### config.mk
export PLATFORM = sky130hd
export DESIGN_NAME = vehicle_command_timed_motor_control_flat
export DESIGN_NICKNAME = d
export VERILOG_FILES = /design/src/hw/rtl/vctmc_pkg.sv /design/src/hw/rtl/vctmc_in_if.sv /design/src/hw/rtl/vctmc_out_if.sv /design/src/hw/rtl/vctmc_step.sv /design/src/hw/rtl/vehicle_command_timed_motor_control.sv /design/src/flat_wrapper.sv
export SDC_FILE = /design/constraint.sdc
export NUM_CORES = 1
export LEC_CHECK = 0
export ABC_AREA = 1
export BUFFER_PORTS_ARGS = -buffer_cell sky130_fd_sc_hd__buf_2
export CAP_MARGIN = 20
export CORE_MARGIN = 1.5
export CORE_UTILIZATION = 60
export CTS_CLUSTER_DIAMETER = 100
export DETAILED_ROUTE_END_ITERATION = 10
export PLACE_DENSITY = 0.81
export SLEW_MARGIN = 0
export SYNTH_ARGS = -nofsm -noshare
export SYNTH_HDL_FRONTEND = slang
export SYNTH_HIERARCHICAL = 1
export SYNTH_SLANG_ARGS = --single-unit
export TNS_END_PERCENT = 100
### constraint.sdc
create_clock -name clk -period 3.6 [get_ports clk]
set_input_delay 0.54 -clock clk [delete_from_list [all_inputs] [get_ports clk]]
set_output_delay 0.54 -clock clk [all_outputs]
set_load 0.1 [all_outputs]
### src/hw/rtl/vctmc_pkg.sv
`timescale 1ns / 1ps

package vctmc_pkg;

	// configuration register indexes
	localparam logic [2:0] CFG_BOOST_TICKS = 3'd0;
	localparam logic [2:0] CFG_STEER_TICKS = 3'd1;
	localparam logic [2:0] CFG_BRAKE_TICKS = 3'd2;
	localparam logic [2:0] CFG_BOOST_DUTY  = 3'd3;
	localparam logic [2:0] CFG_BRAKE_DUTY  = 3'd4;

	// bit positions in the line level vector
	localparam int LINE_FWD   = 0;
	localparam int LINE_BACK  = 1;
	localparam int LINE_LEFT  = 2;
	localparam int LINE_RIGHT = 3;
	localparam int LINE_LAMP  = 4;

	// timer slots, handled in this order on a tick
	localparam int TMR_FWD   = 0;
	localparam int TMR_BACK  = 1;
	localparam int TMR_STEER = 2;
	localparam int TMR_BRAKE = 3;

	// command bytes
	localparam logic [7:0] CMD_FWD    = 8'h57; // W
	localparam logic [7:0] CMD_BACK   = 8'h53; // S
	localparam logic [7:0] CMD_LEFT   = 8'h41; // A
	localparam logic [7:0] CMD_RIGHT  = 8'h44; // D
	localparam logic [7:0] CMD_CENTER = 8'h43; // C
	localparam logic [7:0] CMD_HOLD   = 8'h48; // H
	localparam logic [7:0] CMD_AUTO   = 8'h5A; // Z
	localparam logic [7:0] CMD_MANUAL = 8'h58; // X
	localparam logic [7:0] CMD_LAMP_ON  = 8'h4C; // L
	localparam logic [7:0] CMD_LAMP_OFF = 8'h4F; // O
	localparam logic [7:0] CMD_ENTRY  = 8'h50; // P

	localparam logic [7:0] DIGIT_LO = 8'd48;
	localparam logic [7:0] DIGIT_HI = 8'd57;
	localparam logic [9:0] SPEED_MAX = 10'd255;

	typedef struct packed {
		logic [7:0] boost_ticks;
		logic [7:0] steer_ticks;
		logic [7:0] brake_ticks;
		logic [7:0] boost_duty;
		logic [7:0] brake_duty;
	} cfg_t;

	typedef struct packed {
		logic [7:0]       speed_setting;
		logic [7:0]       duty_now;
		logic             autonomous;
		logic             hold_latched;
		logic             entry_active;
		logic [1:0]       digit_count;
		logic [2:0][3:0]  digits;
		logic [4:0]       lines;
		logic [3:0]       tmr_active;
		logic [3:0][7:0]  tmr_count;
	} state_t;

	// reports raised by one item, in order of appearance
	typedef struct packed {
		logic [1:0]      count;
		logic [2:0][7:0] value;
	} rep_t;

	localparam cfg_t CFG_RESET = '{
		boost_ticks: 8'd30,
		steer_ticks: 8'd30,
		brake_ticks: 8'd8,
		boost_duty:  8'd200,
		brake_duty:  8'd255
	};

	localparam state_t STATE_RESET = '{
		speed_setting: 8'd120,
		duty_now:      8'd120,
		autonomous:    1'b1,
		hold_latched:  1'b0,
		entry_active:  1'b0,
		digit_count:   2'd0,
		digits:        '0,
		lines:         5'b10000,
		tmr_active:    4'b0000,
		tmr_count:     '0
	};

endpackage

### src/hw/rtl/vctmc_in_if.sv
`timescale 1ns / 1ps

interface vctmc_in_if;
	logic       valid;
	logic       ready;
	logic       mode;
	logic [7:0] rx_byte;

	modport source (output valid, output mode, output rx_byte, input ready);
	modport sink (input valid, input mode, input rx_byte, output ready);
endinterface

### src/hw/rtl/vctmc_out_if.sv
`timescale 1ns / 1ps

interface vctmc_out_if;
	logic       valid;
	logic       ready;
	logic [7:0] drive_duty;
	logic       forward_on;
	logic       backward_on;
	logic       left_on;
	logic       right_on;
	logic       lamp_on;
	logic       report_valid;
	logic [7:0] report_value;
	logic       last;

	modport source (
		output valid, output drive_duty, output forward_on, output backward_on,
		output left_on, output right_on, output lamp_on, output report_valid,
		output report_value, output last, input ready
	);
	modport sink (
		input valid, input drive_duty, input forward_on, input backward_on,
		input left_on, input right_on, input lamp_on, input report_valid,
		input report_value, input last, output ready
	);
endinterface

### src/hw/rtl/vctmc_step.sv
`timescale 1ns / 1ps

module vctmc_step (
	input  vctmc_pkg::state_t cur,
	input  vctmc_pkg::cfg_t   cfg,
	input  logic              mode,
	input  logic [7:0]        rx_byte,
	output vctmc_pkg::state_t nxt,
	output vctmc_pkg::rep_t   rep
);
	import vctmc_pkg::*;

	always_comb begin
		logic [3:0]      expire;
		logic [3:0][7:0] lim;
		logic [7:0]      cnt_inc;
		logic [9:0]      entry_val;

		nxt = cur;
		rep = '0;
		expire = '0;
		cnt_inc = '0;
		lim = {cfg.brake_ticks, cfg.steer_ticks, cfg.boost_ticks, cfg.boost_ticks};
		entry_val = 10'(cur.digits[0]) * 10'd100 + 10'(cur.digits[1]) * 10'd10
			+ 10'(cur.digits[2]);

		if (mode) begin
			for (int t = 0; t < 4; t++) begin
				cnt_inc = cur.tmr_count[t] + 8'd1;
				if (cur.tmr_active[t]) begin
					if (cnt_inc == lim[t]) begin
						expire[t] = 1'b1;
						nxt.tmr_count[t] = '0;
						nxt.tmr_active[t] = 1'b0;
					end else begin
						nxt.tmr_count[t] = cnt_inc;
					end
				end
			end
			if (expire[TMR_FWD]) begin
				rep.value[rep.count] = cur.speed_setting;
				rep.count = rep.count + 2'd1;
			end
			if (expire[TMR_BACK]) begin
				rep.value[rep.count] = cur.speed_setting;
				rep.count = rep.count + 2'd1;
			end
			if (expire[TMR_BRAKE]) begin
				rep.value[rep.count] = '0;
				rep.count = rep.count + 2'd1;
				nxt.lines[LINE_BACK] = 1'b0;
			end
			if (expire[TMR_FWD] || expire[TMR_BACK] || expire[TMR_BRAKE])
				nxt.duty_now = cur.speed_setting;
			if (expire[TMR_STEER]) begin
				nxt.lines[LINE_LEFT] = 1'b0;
				nxt.lines[LINE_RIGHT] = 1'b0;
			end
		end else if (cur.entry_active) begin
			if (cur.digit_count != 2'd3) begin
				if (rx_byte >= DIGIT_LO && rx_byte <= DIGIT_HI) begin
					// low nibble of an ascii digit is its value
					nxt.digits[cur.digit_count] = rx_byte[3:0];
					nxt.digit_count = cur.digit_count + 2'd1;
				end
			end else begin
				// any byte commits the three digits
				nxt.digit_count = '0;
				nxt.entry_active = 1'b0;
				if (entry_val <= SPEED_MAX)
					nxt.speed_setting = entry_val[7:0];
			end
		end else begin
			unique case (rx_byte)
				CMD_FWD: begin
					nxt.hold_latched = 1'b0;
					nxt.duty_now = cfg.boost_duty;
					rep.value[0] = cfg.boost_duty;
					rep.count = 2'd1;
					nxt.tmr_active[TMR_FWD] = 1'b1;
					nxt.lines[LINE_FWD] = 1'b1;
					nxt.lines[LINE_BACK] = 1'b0;
				end
				CMD_BACK: begin
					nxt.duty_now = cfg.boost_duty;
					rep.value[0] = cfg.boost_duty;
					rep.count = 2'd1;
					nxt.tmr_active[TMR_BACK] = 1'b1;
					nxt.lines[LINE_BACK] = 1'b1;
					nxt.lines[LINE_FWD] = 1'b0;
				end
				CMD_LEFT: begin
					if (!cur.autonomous)
						nxt.tmr_active[TMR_STEER] = 1'b1;
					nxt.lines[LINE_LEFT] = 1'b1;
					nxt.lines[LINE_RIGHT] = 1'b0;
				end
				CMD_RIGHT: begin
					if (!cur.autonomous)
						nxt.tmr_active[TMR_STEER] = 1'b1;
					nxt.lines[LINE_RIGHT] = 1'b1;
					nxt.lines[LINE_LEFT] = 1'b0;
				end
				CMD_CENTER: begin
					nxt.lines[LINE_LEFT] = 1'b0;
					nxt.lines[LINE_RIGHT] = 1'b0;
				end
				CMD_HOLD: begin
					if (!cur.hold_latched) begin
						nxt.duty_now = cfg.brake_duty;
						rep.value[0] = cfg.brake_duty;
						rep.count = 2'd1;
						nxt.tmr_active[TMR_BRAKE] = 1'b1;
						nxt.lines[LINE_BACK] = 1'b1;
						nxt.lines[LINE_FWD] = 1'b0;
						nxt.hold_latched = 1'b1;
					end
				end
				CMD_AUTO:     nxt.autonomous = 1'b1;
				CMD_MANUAL:   nxt.autonomous = 1'b0;
				CMD_LAMP_ON:  nxt.lines[LINE_LAMP] = 1'b1;
				CMD_LAMP_OFF: nxt.lines[LINE_LAMP] = 1'b0;
				CMD_ENTRY:    nxt.entry_active = 1'b1;
				default: ;
			endcase
		end
	end

endmodule

### src/hw/rtl/vehicle_command_timed_motor_control.sv
// latency: the first result of an item is shown the cycle after its transfer in
// throughput: one item per cycle when it raises at most one report and out_ready is high;
//   an item with more reports holds the result register until the single result port takes each
// reset: arst_n empties the result register and loads the power-on registers
//   (cruise 120, autonomous, lamp on, timers stopped); no clearing pass
`timescale 1ns / 1ps

module vehicle_command_timed_motor_control (
	input  logic              clk,
	input  logic              arst_n,
	vctmc_in_if.sink          in_ch,
	vctmc_out_if.source       out_ch,
	input  logic              cfg_we,
	input  logic [2:0]        cfg_index,
	input  logic [7:0]        cfg_data
);
	import vctmc_pkg::*;

	cfg_t   cfg_q;
	state_t state_q;
	state_t state_nxt;
	rep_t   rep;

	logic            res_valid_q;
	logic [1:0]      res_idx_q;
	logic [1:0]      res_last_q;
	logic            res_rep_q;
	logic [7:0]      res_duty_q;
	logic [4:0]      res_lines_q;
	logic [2:0][7:0] res_vals_q;

	logic res_is_last;
	logic in_xfer;
	logic out_xfer;

	vctmc_step u_step (
		.cur     (state_q),
		.cfg     (cfg_q),
		.mode    (in_ch.mode),
		.rx_byte (in_ch.rx_byte),
		.nxt     (state_nxt),
		.rep     (rep)
	);

	assign res_is_last = (res_idx_q == res_last_q);
	assign out_xfer = out_ch.valid && out_ch.ready;
	// take a new item whenever the result register empties this cycle
	assign in_ch.ready = !res_valid_q || (out_ch.ready && res_is_last);
	assign in_xfer = in_ch.valid && in_ch.ready;

	always_ff @(posedge clk or negedge arst_n) begin
		if (!arst_n) begin
			cfg_q <= CFG_RESET;
		end else if (cfg_we) begin
			unique case (cfg_index)
				CFG_BOOST_TICKS: cfg_q.boost_ticks <= cfg_data;
				CFG_STEER_TICKS: cfg_q.steer_ticks <= cfg_data;
				CFG_BRAKE_TICKS: cfg_q.brake_ticks <= cfg_data;
				CFG_BOOST_DUTY:  cfg_q.boost_duty <= cfg_data;
				CFG_BRAKE_DUTY:  cfg_q.brake_duty <= cfg_data;
				default: ;
			endcase
		end
	end

	always_ff @(posedge clk or negedge arst_n) begin
		if (!arst_n) begin
			state_q     <= STATE_RESET;
			res_valid_q <= 1'b0;
			res_idx_q   <= '0;
			res_last_q  <= '0;
		end else if (in_xfer) begin
			state_q     <= state_nxt;
			res_valid_q <= 1'b1;
			res_idx_q   <= '0;
			res_last_q  <= (rep.count == 2'd0) ? 2'd0 : rep.count - 2'd1;
		end else if (out_xfer) begin
			if (res_is_last)
				res_valid_q <= 1'b0;
			else
				res_idx_q <= res_idx_q + 2'd1;
		end
	end

	always_ff @(posedge clk) begin
		if (in_xfer) begin
			res_rep_q   <= (rep.count != 2'd0);
			res_duty_q  <= state_nxt.duty_now;
			res_lines_q <= state_nxt.lines;
			res_vals_q  <= rep.value;
		end
	end

	assign out_ch.valid        = res_valid_q;
	assign out_ch.drive_duty   = res_duty_q;
	assign out_ch.forward_on   = res_lines_q[LINE_FWD];
	assign out_ch.backward_on  = res_lines_q[LINE_BACK];
	assign out_ch.left_on      = res_lines_q[LINE_LEFT];
	assign out_ch.right_on     = res_lines_q[LINE_RIGHT];
	assign out_ch.lamp_on      = res_lines_q[LINE_LAMP];
	assign out_ch.report_valid = res_rep_q;
	assign out_ch.report_value = res_rep_q ? res_vals_q[res_idx_q] : 8'd0;
	assign out_ch.last         = res_is_last;

endmodule

### src/flat_wrapper.sv
// flat-port wrapper written by rule: the top's interface ports become plain ports
module vehicle_command_timed_motor_control_flat import vctmc_pkg::*;
  (clk, arst_n, cfg_we, cfg_index, cfg_data, in_ch_valid, in_ch_mode, in_ch_rx_byte, in_ch_ready, out_ch_valid, out_ch_drive_duty, out_ch_forward_on, out_ch_backward_on, out_ch_left_on, out_ch_right_on, out_ch_lamp_on, out_ch_report_valid, out_ch_report_value, out_ch_last, out_ch_ready);
  vctmc_in_if in_ch_i ();
  vctmc_out_if out_ch_i ();
  input  logic clk;
  input  logic arst_n;
  input  logic cfg_we;
  input  logic [2:0] cfg_index;
  input  logic [7:0] cfg_data;
  input wire logic [$bits(in_ch_i.valid)-1:0] in_ch_valid;
  input wire logic [$bits(in_ch_i.mode)-1:0] in_ch_mode;
  input wire logic [$bits(in_ch_i.rx_byte)-1:0] in_ch_rx_byte;
  output wire logic [$bits(in_ch_i.ready)-1:0] in_ch_ready;
  output wire logic [$bits(out_ch_i.valid)-1:0] out_ch_valid;
  output wire logic [$bits(out_ch_i.drive_duty)-1:0] out_ch_drive_duty;
  output wire logic [$bits(out_ch_i.forward_on)-1:0] out_ch_forward_on;
  output wire logic [$bits(out_ch_i.backward_on)-1:0] out_ch_backward_on;
  output wire logic [$bits(out_ch_i.left_on)-1:0] out_ch_left_on;
  output wire logic [$bits(out_ch_i.right_on)-1:0] out_ch_right_on;
  output wire logic [$bits(out_ch_i.lamp_on)-1:0] out_ch_lamp_on;
  output wire logic [$bits(out_ch_i.report_valid)-1:0] out_ch_report_valid;
  output wire logic [$bits(out_ch_i.report_value)-1:0] out_ch_report_value;
  output wire logic [$bits(out_ch_i.last)-1:0] out_ch_last;
  input wire logic [$bits(out_ch_i.ready)-1:0] out_ch_ready;
  assign in_ch_i.valid = in_ch_valid;
  assign in_ch_i.mode = in_ch_mode;
  assign in_ch_i.rx_byte = in_ch_rx_byte;
  assign in_ch_ready = in_ch_i.ready;
  assign out_ch_valid = out_ch_i.valid;
  assign out_ch_drive_duty = out_ch_i.drive_duty;
  assign out_ch_forward_on = out_ch_i.forward_on;
  assign out_ch_backward_on = out_ch_i.backward_on;
  assign out_ch_left_on = out_ch_i.left_on;
  assign out_ch_right_on = out_ch_i.right_on;
  assign out_ch_lamp_on = out_ch_i.lamp_on;
  assign out_ch_report_valid = out_ch_i.report_valid;
  assign out_ch_report_value = out_ch_i.report_value;
  assign out_ch_last = out_ch_i.last;
  assign out_ch_i.ready = out_ch_ready;
  vehicle_command_timed_motor_control u_core (.clk(clk), .arst_n(arst_n), .in_ch(in_ch_i), .out_ch(out_ch_i), .cfg_we(cfg_we), .cfg_index(cfg_index), .cfg_data(cfg_data));
endmodule
==> results_dict.tcl <==
set metrics [dict create \
    status "finished clean" \
    clk_transition_reported_paths_ns 0.07 \
    required_ns 3.98 \
    synth_area_leaders "dfrtp_1, nand2_1, edfxtp_1, dfstp_2, inv_1" \
    critPathLaunchType "flip-flop" \
    cts.sinks 157 \
    syn_area_um2 9630 \
    relSlewSlack 0.420 \
    gp_congestion 0.869 \
    timing.final.max_slew_violations 0 \
    grt_pass1_vias 7570 \
    cp_slowest_cell "dfrtp_1" \
    ctsHoldBuffers 0 \
    track_usage 0.271 \
    hp-class "in -> async" \
    insertion_delay_ns 0.44 \
    tightest_slew_ns 0.870 \
    grt_pass1_wl_um 35600 \
    wl_per_cell_um 14.0 \
    drt_wl_total_um 21900 \
    finalWorstSetupSlack_ns 0.180 \
    rows 46 \
    core-area_um2 15800 \
    grt-ovfl-total 0 \
    layout-drive-gt1-share 0.120 \
    crit_type "reg -> reg" \
    total_power_w 0.00559 \
    syn_to_final_growth_pct 10.6 \
    ys_seq_elements 157 \
    clock_skew_ns 0.00821 \
    postLayoutCellArea_um2 10700 \
    crit_fanout 6 \
    synth_warnings 6 \
    fillers 1334 \
    drt_iter0_drc 665 \
    io_pins 50 \
    vias_per_cell 5.40 \
    setup_tns_ns 0 \
    power_density_nw_per_um2 525 \
    power_leakage_nw 5.34 \
    crit_path_end_kind "flip-flop" \
    drc_errors 0 \
    path_common_cell "nand2_1" \
    ys_types 47 \
    nets 1396 \
    period_needed_ns 3.42 \
    diodes 0 \
    max_cap_violations 0 \
    place.port_buffers 49 \
    cts_made_buffers 17 \
    avgSynthCellArea_um2 7.48 \
    async_flop_share 0.758 \
    yosys.area.top_type_share 0.231 \
    worstPathCellList "ha_1 > ha_1 > inv_1 > fa_1 > xnor2_1 > ha_1 > ha_1 > nand2_1 > inv_1 > a21oi_2 > nor2_1 > o21ai_2 > nand2_1 > nand2_1 > nand2_2 > nand2_4 > nand2_1 > o21ai_1 > nand2_1 > nand2_1" \
    fin_crit_sh 0.950 \
    dp_slack_ns -0.0474 \
    ys.flop_type "dfrtp_1" \
    syn_inst 1287 \
    dieWidth_um 130 \
    finalSetupViolCount 0 \
    initial_utilization 0.610 \
    antenna_left 0 \
    synth_area_leader_cell "dfrtp_1" \
    htree_levels 4 \
    ys_seq_area_frac 0.432 \
    die_area_um2 16800 \
    cp.arrival_ns 3.80 \
    fp.dieH_um 130 \
    grt_max_degree 79 \
    max_stage_delay_ns 0.43 \
    cts_tree "yes" \
    synth_edf_count 38 \
    drt_pass1_iterations 5 \
    dpl.hpwl_um 15300 \
    root_buffer "clkbuf_16" \
    vdd_drop_max_mv 0.476 \
    fmax_mhz 292 \
    clk_path_buf_depth 2 \
    postPlaceCellArea_um2 10000 \
    num_vias 8426 \
    hold_violations 0 \
    antenna_found_initial 0 \
]
[sequential cells by signal (all words and copies together), names as in the netlist]
| name | cells |
|---|---|
| u_core/out_ch.drive_duty | 8 |
| u_core/out_ch.report_valid | 1 |
| u_core/cfg_q | 40 |
| u_core/res_vals_q | 24 |
| u_core/res_idx_q | 2 |
| u_core/res_lines_q | 5 |
| u_core/res_last_q | 2 |
| u_core/out_ch.valid | 1 |
| u_core/state_q | 74 |
[Yosys cell counts (2+ instances only)]
library cell,count
nand2_2,7
dfstp_2,30
o21ai_1,6
buf_6,8
edfxtp_1,38
nand3_1,89
nor2_2,3
o41ai_1,3
or2_2,3
dfrtp_1,89
inv_1,129
nand3b_1,6
nand4_1,14
ha_1,34
o21ai_0,88
nand3_2,3
buf_2,6
nor2_1,67
nand4_2,3
nor3_1,7
buf_4,11
inv_2,5
xor2_1,15
nand2_1,532
fa_1,5
o31ai_1,10
o22ai_1,13
xnor2_1,13
a22o_1,2
clkbuf_1,15
clkinv_1,2
a21oi_1,14
o21ai_2,3
[final timing paths]
check                                        start                  end  slack, ns  depth (start not counted)
min in group clk                       in_ch_valid  u_core/out_ch.valid       0.33                          3
worst min register to register  u_core/state_q[40]   u_core/state_q[40]       0.47                          2
worst max-delay path            u_core/state_q[46]   u_core/state_q[71]       0.18                         20
worst min-delay path                        arst_n   u_core/state_q[44]       0.13                          1
max in group asynchronous                   arst_n   u_core/state_q[69]       2.66                          2
worst max register to register  u_core/state_q[46]   u_core/state_q[71]       0.18                         20
[placed cells by master (no fill, tap or decap), types with 14 or more instances in the layout]
| master | count |
|---|---|
| dfstp_2 | 30 |
| nand3_1 | 89 |
| clkbuf_16 | 17 |
| edfxtp_1 | 38 |
| inv_1 | 129 |
| nor2_1 | 67 |
| buf_2 | 48 |
| ha_1 | 33 |
| dfrtp_1 | 89 |
| xor2_1 | 15 |
| nand4_1 | 14 |
| nand2_1 | 530 |
| o21ai_0 | 88 |
[metal layers]
layer	track usage	vias up	share of wire	routed length [um]
met1	0.352	3943	0.44	9640
li1	-	4207	-	-
met2	0.456	242	0.49	10800
met5	0	-	0	0
met4	0.114	0	0.020	437
met3	0.0392	34	0.045	995
[critical path, delay by kind of cell (launching register included)]
| kind | cells | cell delay (ns) |
|---|---|---|
| adder cells (fa/ha/maj) | 5 | 1.47 |
| AND/OR/NAND/NOR | 9 | 0.81 |
| flip-flops | 1 | 0.43 |
| AO/OA/AOI/OAI | 3 | 0.39 |
| XOR/XNOR | 1 | 0.14 |
| buffers and inverters | 2 | 0.11 |
[through the flow]
stage	cells	util	hold slack [ns]
3_5_place_dp	1528	0.635	0.460
6_report	1561	0.675	0.127
2_1_floorplan	1294	-	0.244
4_1_cts	1560	0.672	0.145
3_3_place_gp	1528	0.635	0.456
5_1_grt	1561	0.675	0.171
[cell type report]
cell class | instances | area (um^2) | share of cell area
multi-input cells | 960 | 4770 | 0.448
flip-flops and latches | 157 | 4160 | 0.390
inverters | 137 | 517 | 0.0485
clock buffers | 18 | 429 | 0.0403
repair buffers | 59 | 348 | 0.0327
well taps | 216 | 270 | 0.0254
clock inverters | 14 | 163 | 0.0153
[kinds of logic after synthesis]
| group | Yosys count | synth area share |
|---|---|---|
| buffers and inverters | 178 | 0.0809 |
| other | 1 | 0.000390 |
| AOI/OAI and AO/OA | 144 | 0.0840 |
| DFF | 157 | 0.432 |
| xor gates and xnor gates | 29 | 0.0278 |
| adders and majority gates | 39 | 0.0546 |
| and+or+nand+nor | 739 | 0.321 |
[power breakdown]
| part | switching [W] | total, W | internal [W] |
|---|---|---|---|
| clock network | 0.000770 | 0.00180 | 0.00103 |
| registers | 0.000162 | 0.00226 | 0.00210 |
| logic | 0.00116 | 0.00152 | 0.000364 |
[what timing repair did]
action	in CTS	in global routing
setup buffers	0	0
endpoints found under the hold margin	0	0
gates resized for setup	1	8
pin swaps	0	3
setup endpoints to repair	7	8
cloned	0	1
Power figures use the tool's default switching activity.
